`src/rtl/mhc_pkg.sv`:
```
`timescale 1ns / 1ps
// Shared types and constants for the hill-climbing duty tracker.
// Used by mhc_divider and mppt_hill_climb_duty; depends on nothing else.
package mhc_pkg;

   // Configuration register indexes
   localparam logic [2:0] CSR_TRACK_MODE    = 3'd0;
   localparam logic [2:0] CSR_VARIABLE_STEP = 3'd1;
   localparam logic [2:0] CSR_DUTY_FLOOR    = 3'd2;
   localparam logic [2:0] CSR_DUTY_CEILING  = 3'd3;
   localparam logic [2:0] CSR_PO_FIXED_STEP = 3'd4;
   localparam logic [2:0] CSR_IC_FIXED_STEP = 3'd5;
   localparam logic [2:0] CSR_PO_GAIN       = 3'd6;
   localparam logic [2:0] CSR_IC_GAIN       = 3'd7;

   // Register reset values
   localparam logic [15:0] DUTY_FLOOR_RST    = 16'd6554;
   localparam logic [15:0] DUTY_CEILING_RST  = 16'd62259;
   localparam logic [15:0] PO_FIXED_STEP_RST = 16'd2294;
   localparam logic [15:0] IC_FIXED_STEP_RST = 16'd1638;
   localparam logic [19:0] PO_GAIN_RST       = 20'd85899;
   localparam logic [19:0] IC_GAIN_RST       = 20'd33554;
   localparam logic [15:0] DUTY_START        = 16'd32768;

   // Quotient bits produced by the serial divider
   localparam int DIV_BITS = 16;

   typedef enum logic [2:0] {
      ST_IDLE,
      ST_CROSS_A,
      ST_CROSS_B,
      ST_GAIN,
      ST_SCALE,
      ST_DIVIDE,
      ST_FINISH
   } state_type;

   typedef struct packed {
      logic done;
      logic overflow;
   } div_status_type;

endpackage

```
`src/rtl/mhc_divider.sv`:
```
`timescale 1ns / 1ps
// Serial restoring divider: 32-bit dividend by 16-bit divisor, one quotient bit a cycle.
// Depends on mhc_pkg (DIV_BITS, div_status_type).
module mhc_divider (
   input  logic                   clock,
   input  logic                   reset,
   input  logic                   start,
   input  logic [31:0]            dividend,
   input  logic [15:0]            divisor,
   output logic [15:0]            quotient,
   output mhc_pkg::div_status_type status
);

   localparam int CNT_W = $clog2(mhc_pkg::DIV_BITS);

   logic [15:0]      rem_ff, rem_in;
   logic [15:0]      low_ff, low_in;
   logic [15:0]      dsr_ff, dsr_in;
   logic [CNT_W-1:0] cnt_ff, cnt_in;
   logic             busy_ff, busy_in;
   logic             done_ff, done_in;
   logic             ovf_ff, ovf_in;

   logic [16:0] shifted;
   logic [17:0] trial;
   logic        qbit;

   // One restoring step: shift in the next dividend bit, subtract if it fits
   always_comb begin
      shifted = {rem_ff, low_ff[15]};
      trial   = {1'b0, shifted} - {2'b0, dsr_ff};
      qbit    = ~trial[17];
   end

   always_comb begin
      rem_in  = rem_ff;
      low_in  = low_ff;
      dsr_in  = dsr_ff;
      cnt_in  = cnt_ff;
      busy_in = busy_ff;
      done_in = 1'b0;
      ovf_in  = ovf_ff;
      if (start) begin
         // quotient does not fit in 16 bits when the top half is not below the divisor
         rem_in  = dividend[31:16];
         low_in  = dividend[15:0];
         dsr_in  = divisor;
         ovf_in  = (dividend[31:16] >= divisor);
         cnt_in  = CNT_W'(mhc_pkg::DIV_BITS - 1);
         busy_in = 1'b1;
      end else if (busy_ff) begin
         rem_in = qbit ? trial[15:0] : shifted[15:0];
         low_in = {low_ff[14:0], qbit};
         cnt_in = cnt_ff - 1'b1;
         if (cnt_ff == '0) begin
            busy_in = 1'b0;
            done_in = 1'b1;
         end
      end
   end

   always_ff @(posedge clock) begin
      if (reset) begin
         busy_ff <= 1'b0;
         done_ff <= 1'b0;
      end else begin
         busy_ff <= busy_in;
         done_ff <= done_in;
      end
      rem_ff <= rem_in;
      low_ff <= low_in;
      dsr_ff <= dsr_in;
      cnt_ff <= cnt_in;
      ovf_ff <= ovf_in;
   end

   assign quotient        = low_ff;
   assign status.done     = done_ff;
   assign status.overflow = ovf_ff;

endmodule

```
`src/rtl/mppt_hill_climb_duty.sv`:
```
`timescale 1ns / 1ps
// Maximum power point tracker: one panel sample in, one converter duty (Q0.16) out.
// Depends on mhc_pkg and mhc_divider.

// Each sample passes through the sequencer before the next sample can be taken:
// a single 21x21 signed multiplier is used three times in a row (the two
// incremental-conductance cross products, then gain times |dP|), then the step and
// duty are resolved. In incremental conductance mode with variable step and nonzero
// dV, the serial divider computes the step before the duty is resolved.
// req_tready is high only while the tracker is idle; a finished result sits in
// the output register until taken, and the next sample may be accepted meanwhile.
module mppt_hill_climb_duty (
   input  logic        clock,
   input  logic        reset,
   // sample channel
   input  logic        req_tvalid,
   output logic        req_tready,
   input  logic [55:0] req_tdata,  // panel_voltage[15:0], panel_current[31:16], panel_power[51:32]
   // result channel
   output logic        rsp_tvalid,
   input  logic        rsp_tready,
   output logic [39:0] rsp_tdata,  // duty_out[15:0], step_used[31:16], limit_hit[32]
   // configuration writes
   input  logic        csr_we,
   input  logic [2:0]  csr_index,
   input  logic [19:0] csr_wdata
);

   // Configuration registers
   logic        mode_ff, varstep_ff;
   logic [15:0] floor_ff, ceil_ff, po_step_ff, ic_step_ff;
   logic [19:0] po_gain_ff, ic_gain_ff;

   always_ff @(posedge clock) begin
      if (reset) begin
         mode_ff    <= 1'b0;
         varstep_ff <= 1'b0;
         floor_ff   <= mhc_pkg::DUTY_FLOOR_RST;
         ceil_ff    <= mhc_pkg::DUTY_CEILING_RST;
         po_step_ff <= mhc_pkg::PO_FIXED_STEP_RST;
         ic_step_ff <= mhc_pkg::IC_FIXED_STEP_RST;
         po_gain_ff <= mhc_pkg::PO_GAIN_RST;
         ic_gain_ff <= mhc_pkg::IC_GAIN_RST;
      end else if (csr_we) begin
         unique case (csr_index)
            mhc_pkg::CSR_TRACK_MODE:    mode_ff    <= csr_wdata[0];
            mhc_pkg::CSR_VARIABLE_STEP: varstep_ff <= csr_wdata[0];
            mhc_pkg::CSR_DUTY_FLOOR:    floor_ff   <= csr_wdata[15:0];
            mhc_pkg::CSR_DUTY_CEILING:  ceil_ff    <= csr_wdata[15:0];
            mhc_pkg::CSR_PO_FIXED_STEP: po_step_ff <= csr_wdata[15:0];
            mhc_pkg::CSR_IC_FIXED_STEP: ic_step_ff <= csr_wdata[15:0];
            mhc_pkg::CSR_PO_GAIN:       po_gain_ff <= csr_wdata;
            mhc_pkg::CSR_IC_GAIN:       ic_gain_ff <= csr_wdata;
            default: ;
         endcase
      end
   end

   // Sequencer and datapath registers
   mhc_pkg::state_type state_ff, state_in;

   logic [15:0]        volt_ff, volt_in, curr_ff, curr_in;
   logic signed [16:0] dv_ff, dv_in, di_ff, di_in;
   logic signed [20:0] dp_ff, dp_in;
   logic signed [41:0] prod_ff, prod_in;
   logic signed [33:0] acc_ff, acc_in;
   logic               s_neg_ff, s_neg_in, s_zero_ff, s_zero_in;
   logic [15:0]        step_ff, step_in;

   logic [15:0]        last_duty_ff, last_duty_in, last_volt_ff, last_volt_in;
   logic [15:0]        last_curr_ff, last_curr_in;
   logic [19:0]        last_pow_ff, last_pow_in;

   logic               rsp_valid_ff, rsp_valid_in;
   logic [15:0]        rsp_duty_ff, rsp_duty_in, rsp_step_ff, rsp_step_in;
   logic               rsp_hit_ff, rsp_hit_in;

   // Shared multiplier and helpers
   logic signed [20:0] mul_a, mul_b;
   logic signed [41:0] mul_p;
   logic signed [20:0] dp_neg;
   logic signed [16:0] dv_neg;
   logic [19:0]        dp_mag;
   logic [15:0]        dv_mag;
   logic signed [33:0] s_sum;
   logic [15:0]        fixed_step;
   logic [23:0]        po_g;
   logic               div_start;
   logic [15:0]        div_quo;
   mhc_pkg::div_status_type div_stat;
   logic               dir_add, dir_sub;
   logic signed [17:0] raw_duty;
   logic               hit;
   logic               req_xfer;

   assign req_tready = (state_ff == mhc_pkg::ST_IDLE);
   assign req_xfer   = req_tvalid && req_tready;

   always_comb begin
      dp_neg     = -dp_ff;
      dv_neg     = -dv_ff;
      dp_mag     = dp_ff[20] ? dp_neg[19:0] : dp_ff[19:0];
      dv_mag     = dv_ff[16] ? dv_neg[15:0] : dv_ff[15:0];
      s_sum      = acc_ff + prod_ff[33:0];
      fixed_step = mode_ff ? ic_step_ff : po_step_ff;
      po_g       = prod_ff[39:16];
   end

   // Multiplier operand select per sequencer step
   always_comb begin
      unique case (state_ff)
         mhc_pkg::ST_CROSS_A: begin
            mul_a = 21'(di_ff);
            mul_b = {5'b0, volt_ff};
         end
         mhc_pkg::ST_CROSS_B: begin
            mul_a = {5'b0, curr_ff};
            mul_b = 21'(dv_ff);
         end
         mhc_pkg::ST_GAIN: begin
            mul_a = {1'b0, (mode_ff ? ic_gain_ff : po_gain_ff)};
            mul_b = {1'b0, dp_mag};
         end
         default: begin
            mul_a = '0;
            mul_b = '0;
         end
      endcase
      mul_p = 42'(mul_a) * 42'(mul_b);
   end

   assign div_start = (state_ff == mhc_pkg::ST_SCALE) && mode_ff && varstep_ff
                      && (dv_ff != '0);

   mhc_divider u_div (
      .clock    (clock),
      .reset    (reset),
      .start    (div_start),
      .dividend (prod_ff[39:8]),
      .divisor  (dv_mag),
      .quotient (div_quo),
      .status   (div_stat)
   );

   // Direction and limit check for the final step
   always_comb begin
      dir_add = 1'b0;
      dir_sub = 1'b0;
      if (!mode_ff) begin
         dir_add = dp_ff[20] ^ dv_ff[16];
         dir_sub = ~dir_add;
      end else if (volt_ff == '0) begin
         // no voltage: hold
      end else if (dv_ff == '0) begin
         dir_add = !di_ff[16] && (di_ff != '0);
         dir_sub = di_ff[16];
      end else if (!s_zero_ff) begin
         dir_add = (s_neg_ff != dv_ff[16]);
         dir_sub = (s_neg_ff == dv_ff[16]);
      end
      priority if (dir_add) raw_duty = $signed({2'b0, last_duty_ff}) + $signed({2'b0, step_ff});
      else if (dir_sub)     raw_duty = $signed({2'b0, last_duty_ff}) - $signed({2'b0, step_ff});
      else                  raw_duty = $signed({2'b0, last_duty_ff});
      hit = (raw_duty >= $signed({2'b0, ceil_ff})) || (raw_duty <= $signed({2'b0, floor_ff}));
   end

   // Next state and datapath updates
   always_comb begin
      state_in     = state_ff;
      volt_in      = volt_ff;
      curr_in      = curr_ff;
      dv_in        = dv_ff;
      di_in        = di_ff;
      dp_in        = dp_ff;
      prod_in      = prod_ff;
      acc_in       = acc_ff;
      s_neg_in     = s_neg_ff;
      s_zero_in    = s_zero_ff;
      step_in      = step_ff;
      last_duty_in = last_duty_ff;
      last_volt_in = last_volt_ff;
      last_curr_in = last_curr_ff;
      last_pow_in  = last_pow_ff;
      rsp_valid_in = rsp_valid_ff;
      rsp_duty_in  = rsp_duty_ff;
      rsp_step_in  = rsp_step_ff;
      rsp_hit_in   = rsp_hit_ff;

      // drop the result once transferred
      if (rsp_valid_ff && rsp_tready) rsp_valid_in = 1'b0;

      unique case (state_ff)
         mhc_pkg::ST_IDLE: begin
            if (req_xfer) begin
               volt_in = req_tdata[15:0];
               curr_in = req_tdata[31:16];
               dv_in   = $signed({1'b0, req_tdata[15:0]}) - $signed({1'b0, last_volt_ff});
               di_in   = $signed({1'b0, req_tdata[31:16]}) - $signed({1'b0, last_curr_ff});
               dp_in   = $signed({1'b0, req_tdata[51:32]}) - $signed({1'b0, last_pow_ff});
               last_pow_in = req_tdata[51:32];
               state_in = mhc_pkg::ST_CROSS_A;
            end
         end
         mhc_pkg::ST_CROSS_A: begin
            prod_in  = mul_p;
            state_in = mhc_pkg::ST_CROSS_B;
         end
         mhc_pkg::ST_CROSS_B: begin
            acc_in   = prod_ff[33:0];
            prod_in  = mul_p;
            state_in = mhc_pkg::ST_GAIN;
         end
         mhc_pkg::ST_GAIN: begin
            s_neg_in  = s_sum[33];
            s_zero_in = (s_sum == '0);
            prod_in   = mul_p;
            state_in  = mhc_pkg::ST_SCALE;
         end
         mhc_pkg::ST_SCALE: begin
            // fixed step unless a smaller slope-scaled step applies
            step_in  = fixed_step;
            state_in = mhc_pkg::ST_FINISH;
            if (div_start) begin
               state_in = mhc_pkg::ST_DIVIDE;
            end else if (varstep_ff && !mode_ff && (po_g < {8'b0, fixed_step})) begin
               step_in = po_g[15:0];
            end
         end
         mhc_pkg::ST_DIVIDE: begin
            if (div_stat.done) begin
               step_in = (div_stat.overflow || (div_quo >= fixed_step)) ? fixed_step
                                                                         : div_quo;
               state_in = mhc_pkg::ST_FINISH;
            end
         end
         mhc_pkg::ST_FINISH: begin
            // wait for the output register to be free
            if (!rsp_valid_ff || rsp_tready) begin
               rsp_valid_in = 1'b1;
               rsp_duty_in  = hit ? last_duty_ff : raw_duty[15:0];
               rsp_step_in  = step_ff;
               rsp_hit_in   = hit;
               last_duty_in = hit ? last_duty_ff : raw_duty[15:0];
               last_volt_in = volt_ff;
               if (mode_ff) last_curr_in = curr_ff;
               state_in = mhc_pkg::ST_IDLE;
            end
         end
         default: state_in = mhc_pkg::ST_IDLE;
      endcase
   end

   always_ff @(posedge clock) begin
      if (reset) begin
         state_ff     <= mhc_pkg::ST_IDLE;
         rsp_valid_ff <= 1'b0;
         last_duty_ff <= mhc_pkg::DUTY_START;
         last_volt_ff <= '0;
         last_curr_ff <= '0;
         last_pow_ff  <= '0;
      end else begin
         state_ff     <= state_in;
         rsp_valid_ff <= rsp_valid_in;
         last_duty_ff <= last_duty_in;
         last_volt_ff <= last_volt_in;
         last_curr_ff <= last_curr_in;
         last_pow_ff  <= last_pow_in;
      end
      volt_ff     <= volt_in;
      curr_ff     <= curr_in;
      dv_ff       <= dv_in;
      di_ff       <= di_in;
      dp_ff       <= dp_in;
      prod_ff     <= prod_in;
      acc_ff      <= acc_in;
      s_neg_ff    <= s_neg_in;
      s_zero_ff   <= s_zero_in;
      step_ff     <= step_in;
      rsp_duty_ff <= rsp_duty_in;
      rsp_step_ff <= rsp_step_in;
      rsp_hit_ff  <= rsp_hit_in;
   end

   assign rsp_tvalid = rsp_valid_ff;
   assign rsp_tdata  = {7'b0, rsp_hit_ff, rsp_step_ff, rsp_duty_ff};

endmodule
```
`config.mk`:
```
export PLATFORM = sky130hd
export DESIGN_NAME = mppt_hill_climb_duty
export DESIGN_NICKNAME = d
export VERILOG_FILES = /design/src/rtl/mhc_pkg.sv /design/src/rtl/mhc_divider.sv /design/src/rtl/mppt_hill_climb_duty.sv
export SDC_FILE = /design/constraint.sdc
export NUM_CORES = 2
export LEC_CHECK = 0
export BUFFER_PORTS_ARGS = -buffer_cell sky130_fd_sc_hd__buf_2
export CAP_MARGIN = 10
export CORE_UTILIZATION = 40
export CTS_BUF_LIST = sky130_fd_sc_hd__clkbuf_8
export DETAILED_ROUTE_END_ITERATION = 10
export PLACE_DENSITY_LB_ADDON = 0.05
export RECOVER_POWER = 25
export SETUP_SLACK_MARGIN = 0.15
export SYNTH_ARGS = -nofsm -noshare
export SYNTH_HDL_FRONTEND = slang
export SYNTH_SLANG_ARGS = --single-unit
```
`constraint.sdc`:
```
create_clock -name clock -period 11.55 [get_ports clock]
set_clock_uncertainty 0.15 [all_clocks]
set_input_delay 2.31 -clock clock [delete_from_list [all_inputs] [get_ports clock]]
set_output_delay 2.31 -clock clock [all_outputs]
set_load 0.01 [all_outputs]
```
==> run summary <==
The critical path arrival was 10810 ps; the leakage dissipation was 0.0202 uW. The number of antenna violations at the first check in global routing is 6. The type of the worst setup path is flop to flop. The logs give 196000 um for the wire length of the first global-routing pass and 94.9 MHz for the top achievable clock speed. The synthesized netlist contains 92 unique library cells.

The routed wire length per instance works out to 20.7 um. The via count normalized by instance count is 5.23. The end of the critical path is prod_ff[39].

TritonCTS built the clock tree. The run gives 118 as the number of cell rows. The run gives 3 as the buffer levels on the longest clock path. In this run the standard cell core region covers 104000 um2. Final critical-path share of the clock period: 91.2%. The most frequent standard cell in the layout excluding fill and tap cells was sky130_fd_sc_hd__inv_1. The count of synthesis-stage warnings from yosys is 0, and the count of H-tree levels built during CTS is 3. In the synthesized netlist, the number of instances is 4643.

The checks that failed: max-capacitance violations, max-slew violations. For the final routed database, the setup TNS stands at 0 ps. The number of cells on the worst reg-to-reg path was 26; the summed instance area of the synthesized netlist was 41900 um2.

Registers are responsible for 31.4% of the overall power. The total CTS buffers was 83; the fraction of power spent switching nets was 42.4%. The run gives 2870 uW as the switching power summed over all nets. The detail route stage leaves a number of antenna-violating nets equal to 0.

The element type at the critical path start is a flop. The run gives 27.5% as the post-synthesis sequential area ratio. The area growth from synthesis to layout is 8.95%. The synthesized area divided by synthesized cell count is 9.02 um2, and the clock latency reported for the late side of the worst-skew pair is 730 ps. Counting flops with a built-in enable in the synthesized netlist gives 261.

Hold repair after CTS inserted 0 buffers. Post-CTS setup repair buffer count: 0. The run gives 93.8 uV as the maximum VDD drop.

The placed instances occupy a cell area of 44100 um2. The worst setup path is captured at a flop. The minimum clock period is 10540 ps, and the share of post-route cells with drive strength above 1 is 6.98%. The root buffer cell chosen for the clock tree is sky130_fd_sc_hd__clkbuf_8. Gates resized during post-CTS repair numbered 0. Among all flip-flop cells after synthesis, the most frequent one is sky130_fd_sc_hd__edfxtp_1. The required time of the critical path was 11820 ps. The run gives 0 as the count of final hold-check violations. The most critical setup path has its startpoint at state_ff[2]. The detailed router finished its first iteration with 2064 violations. The run gives 45600 um2 as the final cell area excluding filler cells. The remaining design rule violation count is 0. For this run, the total global-route usage over all layers was measured as 24.1%. Once layout is complete, the utilization of the core stands at 44.0%. The combinational share of power came out at 45.8%. The die is 326 um wide.

For the post-detailed-routing wire length, the log shows 128000 um. The logs give 99000 um for the detailed-placement wirelength estimate and 22.8% for the part of the power in the clock network. The maximum number of pins on one net before global-route repair is 112, and the number of sinks handled by clock tree synthesis is 445.

Setup slack of the worst register-to-register path: 1010 ps. 126 I/O pins were placed. The source of the worst register-to-register timing path was state_ff[2]. Measured along the y axis, the die boundary spans 326 um. The run gives 0 as the total overflow reported by the global router.

After filler insertion, the fill cell instance count of the layout stands at 10500. For the final-report max-slew violation count, the log shows 117. The clock-pin slew of the registers on the worst-case setup and hold paths works out to 60 ps. Top fanout value on the critical path: 39.

The tightest hold margin came out at 300 ps. The actual transition at the worst max-transition pin was 2410 ps. The worst hold path belongs to the class flop to flop. The floorplan step defined a die boundary enclosing 106000 um2. The tools report the internal cell power as 3890 uW.

For this run, asynchronously set or reset flops after synthesis account for 0%. The flow ran to the end, but the final reports show violations. The reg-to-reg endpoint was prod_ff[39]. For this configuration, the core starts out at a cell density of 40.4%. Max-cap violations in this run came to 3. The remaining max-slew budget at the tightest pin was -60.7%. The final-report setup violation count was 0; the number of global-route vias before repair was 32400.

The flip-flop and latch count after synthesis is 445, and the number of input and output port buffers inserted is 114. The congestion estimate from routability-driven global placement came to 0.905. Power spread over the standard cell area amounts to 148 nW/um2. The first TritonRoute pass finished after 5 iterations. Number of nets in the final layout: 5585. The final route contains 32300 vias. Setup repair after global routing left no endpoint under its margin.

In the layout the commonest cells are sky130_fd_sc_hd__inv_1 (780), sky130_fd_sc_hd__nand2_1 (747), sky130_fd_sc_hd__fa_1 (450). The run gives 6760 uW as the overall power.
[state kept, by name, summed over array words and instances (netlist names), 17 cells and up]
signal and count:
prod_ff 40, acc_ff 34, dp_ff 21, ic_gain_ff 20, last_pow_ff 20, po_gain_ff 20, di_ff 17, dv_ff 17
[cells in the mapped netlist, drive strengths merged (30+ instances only)]
| cell type | count | area share, % |
|---|---|---|
| nor2b | 47 | 0.70 |
| a21o | 78 | 1.4 |
| o21a | 30 | 0.54 |
| mux2i | 50 | 1.2 |
| buf | 41 | 0.54 |
| nand2b | 36 | 0.56 |
| fa | 450 | 22 |
| nand3b | 42 | 0.75 |
| xor2 | 49 | 1.0 |
| edfxtp | 261 | 19 |
| nand3 | 49 | 0.59 |
| dfxtp | 184 | 8.8 |
| a21oi | 263 | 3.2 |
| clkbuf | 152 | 1.4 |
| inv | 746 | 6.7 |
| xnor2 | 87 | 1.8 |
| and2 | 33 | 0.49 |
| nand2 | 747 | 6.7 |
| ha | 323 | 9.6 |
| nor2 | 342 | 3.1 |
| o211ai | 39 | 0.71 |
| o21ai | 106 | 1.3 |
| nor3 | 82 | 0.98 |
[critical path, cell delays in order, from the launching register on]
cell	delay [ps]
sky130_fd_sc_hd__dfxtp_1	1330
sky130_fd_sc_hd__clkbuf_1	1130
sky130_fd_sc_hd__nor2_1	610
sky130_fd_sc_hd__buf_4	380
sky130_fd_sc_hd__nand2_1	100
sky130_fd_sc_hd__fa_1	430
sky130_fd_sc_hd__fa_1	480
sky130_fd_sc_hd__fa_1	520
sky130_fd_sc_hd__inv_1	50
sky130_fd_sc_hd__fa_1	480
sky130_fd_sc_hd__fa_1	460
sky130_fd_sc_hd__fa_1	540
sky130_fd_sc_hd__inv_1	60
sky130_fd_sc_hd__fa_1	470
sky130_fd_sc_hd__inv_1	40
sky130_fd_sc_hd__ha_1	350
sky130_fd_sc_hd__a21oi_1	290
sky130_fd_sc_hd__nand2_1	110
sky130_fd_sc_hd__or3b_2	470
sky130_fd_sc_hd__o21a_1	190
sky130_fd_sc_hd__a211oi_1	640
sky130_fd_sc_hd__o211a_1	290
sky130_fd_sc_hd__o21ai_0	130
sky130_fd_sc_hd__nand2_1	140
sky130_fd_sc_hd__o2111ai_1	140
sky130_fd_sc_hd__a21oi_1	200
sky130_fd_sc_hd__xnor2_1	80
[metal layers]
| layer | vias to the layer above | global-route usage, % | wire length [um] |
|---|---|---|---|
| met1 | 16000 | 33.2 | 58300 |
| met2 | 771 | 39.5 | 59400 |
| li1 | 15400 | - | - |
| met3 | 199 | 3.11 | 5970 |
| met5 | - | 0 | 11 |
| met4 | 2 | 7.43 | 4110 |
[how the worst min path moves through the flow]
stage,from,to,depth (start not counted)
final,last_curr_ff[3],last_curr_ff[3],2
after global placement,ic_gain_ff[11],ic_gain_ff[11],2
after floorplan,ic_step_ff[12],ic_step_ff[12],2
after global routing,ceil_ff[6],ceil_ff[6],2
after CTS,ic_step_ff[14],ic_step_ff[14],2
after detailed placement,ic_step_ff[14],ic_step_ff[14],2
[through the flow]
stage / instances / setup WS [ps]
after CTS: 6177 / 1110
after global routing: 6178 / 436
after global placement: 6023 / 1230
final: 6179 / 1010
after floorplan: 4652 / 1590
after detailed placement: 6023 / 1150
[logic make-up after synthesis]
group,synth area share [%]
AND/OR/NAND/NOR,15.9
buffers and inverters,8.62
adder cells (fa/ha/maj),31.2
AO/OA/AOI/OAI,12.3
flip-flops,27.5
XOR/XNOR,2.84
multiplexers,1.73
other,0.0179
[area by class of cell]
class | count | area, um2 | share of cell area, %
Tap cell | 1380 | 1730 | 3.78
Clock inverter | 64 | 418 | 0.916
Multi-Input combinational cell | 3264 | 26900 | 58.9
Sequential cell | 445 | 11500 | 25.2
Antenna cell | 2 | 5.00 | 0.0110
Inverter | 750 | 2820 | 6.17
Clock buffer | 90 | 1240 | 2.71
Timing Repair Buffer | 184 | 1050 | 2.29
[power by group through the flow]
stage               sequential (uW)  combinational, uW  clock, uW
global route                   2140               3470       1670
CTS                            2130               3110       1600
floorplan                      2030               2160          0
global placement               2160               3090          0
finish                         2120               3090       1540
detailed placement             2160               3090          0
Power figures use the tool's default switching activity.
